==> config.mk <==
export PLATFORM = sky130hd
export DESIGN_NAME = idq_ctrl
export DESIGN_NICKNAME = d
export VERILOG_FILES = /design/src/hdl/idq_pkg.sv /design/src/hdl/idq_ctrl.sv
export SDC_FILE = /design/constraint.sdc
export NUM_CORES = 1
export LEC_CHECK = 0
export ABC_AREA = 1
export BUFFER_PORTS_ARGS = -buffer_cell sky130_fd_sc_hd__buf_2
export CORE_AREA = 4 4 148 150
export CTS_CLUSTER_DIAMETER = 40
export DETAILED_ROUTE_END_ITERATION = 7
export DIE_AREA = 0 0 152 154
export GPL_TIMING_DRIVEN = 0
export PLACE_DENSITY_LB_ADDON = 0.15
export SLEW_MARGIN = 20
export SYNTH_ARGS = -nofsm -noshare
export SYNTH_HDL_FRONTEND = slang
export SYNTH_SLANG_ARGS = --single-unit
==> constraint.sdc <==
create_clock -name clk -period 5.1 [get_ports clk]
set_input_delay 0.51 -clock clk [delete_from_list [all_inputs] [get_ports clk]]
set_output_delay 0.51 -clock clk [all_outputs]
set_load 0.1 [all_outputs]
==> src/hdl/idq_pkg.sv <==
`timescale 1ns / 1ps
// ----------------------------------------------------------------------------
// idq_pkg: shared types and codes for the indexed double-ended queue
// Request and response payloads, action codes and status codes.
// ----------------------------------------------------------------------------
package idq_pkg;

  localparam int DATA_W  = 32;
  localparam int COUNT_W = 9;

  localparam logic [2:0] ACT_PUSH_BACK  = 3'd0;
  localparam logic [2:0] ACT_PUSH_FRONT = 3'd1;
  localparam logic [2:0] ACT_POP_BACK   = 3'd2;
  localparam logic [2:0] ACT_POP_FRONT  = 3'd3;
  localparam logic [2:0] ACT_READ       = 3'd4;
  localparam logic [2:0] ACT_WRITE      = 3'd5;

  localparam logic [1:0] ST_OK    = 2'd0;
  localparam logic [1:0] ST_EMPTY = 2'd1;
  localparam logic [1:0] ST_RANGE = 2'd2;
  localparam logic [1:0] ST_FULL  = 2'd3;

  typedef struct packed {
    logic [2:0]               action;
    logic signed [DATA_W-1:0] value;
    logic signed [DATA_W-1:0] index;
  } req_t;

  typedef struct packed {
    logic signed [DATA_W-1:0] data;
    logic [1:0]               status;
    logic [COUNT_W-1:0]       count;
  } rsp_t;

  // Result of one action, minus the word that comes back from the store.
  typedef struct packed {
    logic signed [DATA_W-1:0] data;
    logic [1:0]               status;
    logic [COUNT_W-1:0]       count;
    logic                     use_rd;
  } rsp_meta_t;

endpackage

==> src/hdl/idq_ctrl.sv <==
`timescale 1ns / 1ps
// ----------------------------------------------------------------------------
// idq_ctrl: pointer and bounds control
// Holds head, fill and low bound, decodes one request per cycle while fire is
// high into a store access and the response status.
// ----------------------------------------------------------------------------
module idq_ctrl #(
  parameter int DEPTH = 256,
  parameter int AW    = 8,
  parameter int FW    = 9
) (
  input  logic                              clk,
  input  logic                              rst,
  input  logic                              fire,
  input  idq_pkg::req_t                     req,
  output idq_pkg::rsp_meta_t                meta,
  output logic                              mem_we,
  output logic                              mem_re,
  output logic [AW-1:0]                     mem_addr,
  output logic signed [idq_pkg::DATA_W-1:0] mem_wdata
);

  logic [AW-1:0]              head, head_next;
  logic [FW-1:0]              fill, fill_next;
  logic [idq_pkg::DATA_W-1:0] low_bound, low_bound_next;
  logic [idq_pkg::DATA_W-1:0] off;
  logic                       in_range, is_full, is_empty;
  logic [AW-1:0]              rel, slot, head_inc;
  logic                       we, re;
  logic [1:0]                 status;
  logic signed [idq_pkg::DATA_W-1:0] data;

  // head + offset is below 2*DEPTH, so one compare and subtract wraps it
  function automatic logic [AW-1:0] wrap(input logic [AW:0] s);
    logic [AW:0] d;
    d = s - (AW+1)'(DEPTH);
    return (s >= (AW+1)'(DEPTH)) ? d[AW-1:0] : s[AW-1:0];
  endfunction

  assign is_full  = (fill == FW'(DEPTH));
  assign is_empty = (fill == '0);
  assign off      = $unsigned(req.index) - low_bound;
  assign in_range = (off < idq_pkg::DATA_W'(fill));
  assign slot     = wrap({1'b0, head} + {1'b0, rel});
  assign head_inc = wrap({1'b0, head} + (AW+1)'(1));

  always_comb begin
    rel            = '0;
    we             = 1'b0;
    re             = 1'b0;
    status         = idq_pkg::ST_OK;
    data           = '0;
    head_next      = head;
    fill_next      = fill;
    low_bound_next = low_bound;
    case (req.action)
      idq_pkg::ACT_PUSH_BACK: begin
        rel = AW'(fill);
        if (is_full) begin
          status = idq_pkg::ST_FULL;
        end else begin
          we        = 1'b1;
          fill_next = fill + 1'b1;
        end
      end
      idq_pkg::ACT_PUSH_FRONT: begin
        rel = AW'(DEPTH - 1);
        if (is_full) begin
          status = idq_pkg::ST_FULL;
        end else begin
          we             = 1'b1;
          head_next      = slot;
          fill_next      = fill + 1'b1;
          low_bound_next = low_bound - 1'b1;
        end
      end
      idq_pkg::ACT_POP_BACK: begin
        rel = AW'(fill - 1'b1);
        if (is_empty) begin
          status = idq_pkg::ST_EMPTY;
        end else begin
          re        = 1'b1;
          fill_next = fill - 1'b1;
        end
      end
      idq_pkg::ACT_POP_FRONT: begin
        if (is_empty) begin
          status = idq_pkg::ST_EMPTY;
        end else begin
          re             = 1'b1;
          head_next      = head_inc;
          fill_next      = fill - 1'b1;
          low_bound_next = low_bound + 1'b1;
        end
      end
      idq_pkg::ACT_READ: begin
        rel = AW'(off);
        if (!in_range) begin
          status = idq_pkg::ST_RANGE;
        end else begin
          re = 1'b1;
        end
      end
      idq_pkg::ACT_WRITE: begin
        rel = AW'(off);
        if (!in_range) begin
          status = idq_pkg::ST_RANGE;
        end else begin
          we   = 1'b1;
          data = req.value;
        end
      end
      default: begin
        // unused codes: no change, current count
      end
    endcase
  end

  assign mem_we    = fire & we;
  assign mem_re    = fire & re;
  assign mem_addr  = slot;
  assign mem_wdata = req.value;

  assign meta.data   = data;
  assign meta.status = status;
  assign meta.count  = idq_pkg::COUNT_W'(fill_next);
  assign meta.use_rd = re;

  always_ff @(posedge clk) begin
    if (rst) begin
      head      <= '0;
      fill      <= '0;
      low_bound <= '0;
    end else if (fire) begin
      head      <= head_next;
      fill      <= fill_next;
      low_bound <= low_bound_next;
    end
  end

endmodule

==> metrics.md <==
| Metric | Value |
|---|---|
| Status | `finished, final reports clean` |
| Post-synthesis sequential area ratio | `12.0%` |
| Worst min path class | `register to register` |
| Fmax | `233 MHz` |
| Syn Area/Cell | `5.77 sq um` |
| Dpl hpwl | `22.6 mm` |
| GR Util All Layers | `21.7%` |
| Initial Utilization | `39.4%` |
| DR vias | `9,000` |
| Antenna violations before repair | `1` |
| Mapped cell area | `0.00815 sq mm` |
| Gate power share | `63.9%` |
| Endpoints failing setup | `0` |
| Hold Worst Slack | `0.499 ns` |
| Chip width | `152 um` |
| Drt via density | `4.86` |
| Core ar. | `0.0207 sq mm` |
| Global-route wire length before repair | `42.1 mm` |
| Clock network power share | `16.5%` |
| Worst Path Required | `4.59 ns` |
| CP startpoint kind | `register` |
| Buf/Inv on CP | `2` |
| Clock Sinks | `49` |
| Total Die Area | `0.0234 sq mm` |
| Cell variety after synth | `46` |
| Final worst path period need | `4.30 ns` |
| DP Worst Slack | `0.678 ns` |
| Post-detailed-routing wire length | `25.9 mm` |
| Root Driver | `clkbuf_16` |
| H-tree levels | `2` |
| Synth Register Bits | `49` |
| Vias in the first global route | `8,572` |
| Routed Antenna Nets | `0` |
| Critical Path Slowest Stage Cell | `buf_2` |
| Register area | `981 sq um` |
| Final Wtd Congestion | `0.955` |
| CTS tree | `yes` |
| Post-CTS setup buffers | `0` |
| Core Rows | `53` |
| Number of nets in the layout | `1,727` |
| Switching part of the total | `54.3%` |
| P_sw | `1.19 mW` |
| Critical-path maximum fanout | `5` |
| CTS Hold Bufs | `0` |
| Hold Fails Final Rpt | `0` |
| Share of cells above drive strength 1 | `18.3%` |
| Final Non-Filler Cells | `1,852` |
| Cell Chain, Critical Path | `ha_1, fa_1, inv_1, nand2_1, nand2_1, and2_4, xor2_1, nand2_1, o2111ai_1, ha_1, a21oi_1, o211ai_1, xor2_1, xor2_1, buf_2` |
| Gate Count Post-Synth | `1,413` |
| Area added between synthesis and finish | `15.8%` |
| Clock buffer depth | `2` |
| Port Buffers | `154` |
| Initial DRC count | `485` |
| Total CTS buffers | `5` |
| Avg WL per Cell | `14.0 um` |
| Slew HR | `47.4%` |
| Synth top area share | `16.2%` |
| Top cells by area, synth | `nand2_1, inv_1, ha_1` |
| Crit path kind | `register to output pin` |
| Multi-input logic area | `0.00569 sq mm` |
| Setup ws final | `0.800 ns` |
| Yosys top cell by area | `nand2_1` |
| # DRC | `0` |
| Peak VDD IR | `137 uV` |
| Grt total ovfl | `0` |
| Warnings from Yosys | `0` |
| Worst path top cell family by delay | `adder cells` |
| Max-cap violation count | `0` |
| Reg power frac | `19.7%` |
| Clock slew seen by the registers of the worst setup and hold paths | `0.08 ns` |
| Critical path arrival | `3.79 ns` |
| Slew @ Worst Pin | `0.785 ns` |
| Final Slew Violations | `0` |
| I/O pins | `156` |
| TritonRoute pass-1 iters | `5` |
| Power Density | `232 mW/mm^2` |
| Post-cts resize count | `0` |
| RSZ-0062 raised after global routing | `no` |
| Layout Skew | `0.0133 ns` |
| Largest net degree at the start of global routing | `32` |
| Clock latency at the later pin of the worst-skew pair | `0.31 ns` |
| Internal | `1.00 mW` |
| Fin crit share | `84.3%` |
| Syn_nets | `1,565` |
| Fillers | `2,328` |
| Leakage | `5.46 nW` |
| Crit path capture type | `output pin` |
| CP peak stage delay | `0.48 ns` |
| Placed cell count | `1,843` |
| Chip Height | `154 um` |
==> Yosys cell counts (all sizes together) <==
library cell and n:
a211oi 4, a21boi 3, a21o 12, a21oi 114, a221oi 3, a311oi 3, a31oi 8, and2 9
buf 46, clkbuf 11, clkinv 3, dfxtp 49, fa 3, ha 79, inv 287, nand2 371
nand3 77, nand3b 3, nand4 21, nor2 143, nor3 20, o2111ai 4, o211ai 9, o21ai 71
o21bai 5, o221ai 3, o22ai 1, o311ai 1, o31ai 1, or2 2, xnor2 13, xor2 34
==> worst min-delay path: stages (launching register included) <==
cell and delay, ns:
dfxtp_1 0.33, inv_1 0.07, a21oi_1 0.06
==> flip-flops by register name, summed over array words and instances, names as in the netlist <==
register	cells
fill	9
low_bound	32
head	8
==> final timing paths <==
check,from,depth (start not counted),slack (ns),endpoint
setup / recovery,low_bound[0]$_SDFFE_PP0P_,15,0.80,mem_addr[7]
hold / removal,low_bound[11]$_SDFFE_PP0P_,2,0.50,low_bound[11]$_SDFFE_PP0P_
setup reg to reg,low_bound[0]$_SDFFE_PP0P_,16,1.83,head[7]$_SDFFE_PP0P_
hold reg to reg,low_bound[11]$_SDFFE_PP0P_,2,0.50,low_bound[11]$_SDFFE_PP0P_
==> routing by layer <==
layer  vias up  global-route usage, %  share of wire [%]
met5         -                      0                  0
met4         0                   6.25                2.7
met3        42                   3.18                5.4
met2       275                   38.2                 46
met1      3908                   27.5                 46
li1       4775                      -                  -
==> kinds of logic (layout without fill, tap and decap cells) <==
logic type / count (synthesis) / after routing / synth area share (%)
DFF: 49 / 49 / 12.0
xor gates and xnor gates: 47 / 47 / 5.05
other: 0 / 1 / 0
adders and majority gates: 82 / 82 / 12.9
AOI/OAI and AO/OA: 242 / 242 / 16.7
and+or+nand+nor: 646 / 646 / 35.2
buffers and inverters: 347 / 510 / 18.1
==> through the flow <==
stage	setup TNS (ns)	cell area, sq um	utilization, %	total power, mW
floorplan	0	8150	-	1.53
global placement	-0.0326	9270	44.8	1.82
detailed placement	0	9290	44.9	1.83
CTS	0	9440	45.6	2.20
global route	0	9440	45.6	2.37
finish	0	9440	45.6	2.19
==> final cells by class <==
cell class / count / area share (%)
plain buffers: 57 / 4.12
diodes: 1 / 0.0265
repair buffers: 155 / 8.38
inverters: 290 / 11.5
flip-flops and latches: 49 / 10.4
well taps: 275 / 3.65
clock inverters: 3 / 0.265
clock buffers: 5 / 1.33
multi-input cells: 1017 / 60.3
==> cell usage in the layout (no fill, tap or decap), types with 4 or more instances in the layout <==
cell type / netlist / routed
a211oi_1: 4 / 4
clkbuf_1: 11 / 10
nor3_1: 16 / 16
a21o_1: 12 / 12
nor3_2: 4 / 4
ha_1: 79 / 79
buf_4: 34 / 34
a31oi_1: 8 / 8
nand3_2: 11 / 11
nand4_1: 21 / 21
o21bai_1: 5 / 5
xnor2_1: 13 / 13
and2_1: 7 / 7
nor2_1: 105 / 105
nor2_2: 36 / 36
o21ai_0: 70 / 70
clkbuf_16: 0 / 5
nand2_1: 352 / 352
xor2_1: 34 / 34
inv_1: 284 / 284
dfxtp_1: 49 / 49
nand2_2: 19 / 19
a21oi_1: 113 / 113
buf_2: 7 / 161
o2111ai_1: 4 / 4
buf_6: 5 / 5
o211ai_1: 9 / 9
nand3_1: 66 / 66
==> power groups by stage <==
stage / Combinational, mW / Sequential [mW] / Clock [mW]
2_1_floorplan: 1.10 / 0.432 / 0
3_3_place_gp: 1.39 / 0.439 / 0
3_5_place_dp: 1.39 / 0.440 / 0
4_1_cts: 1.40 / 0.430 / 0.377
5_1_grt: 1.55 / 0.435 / 0.386
6_report: 1.40 / 0.431 / 0.361
(Power assumes the default switching activity.)
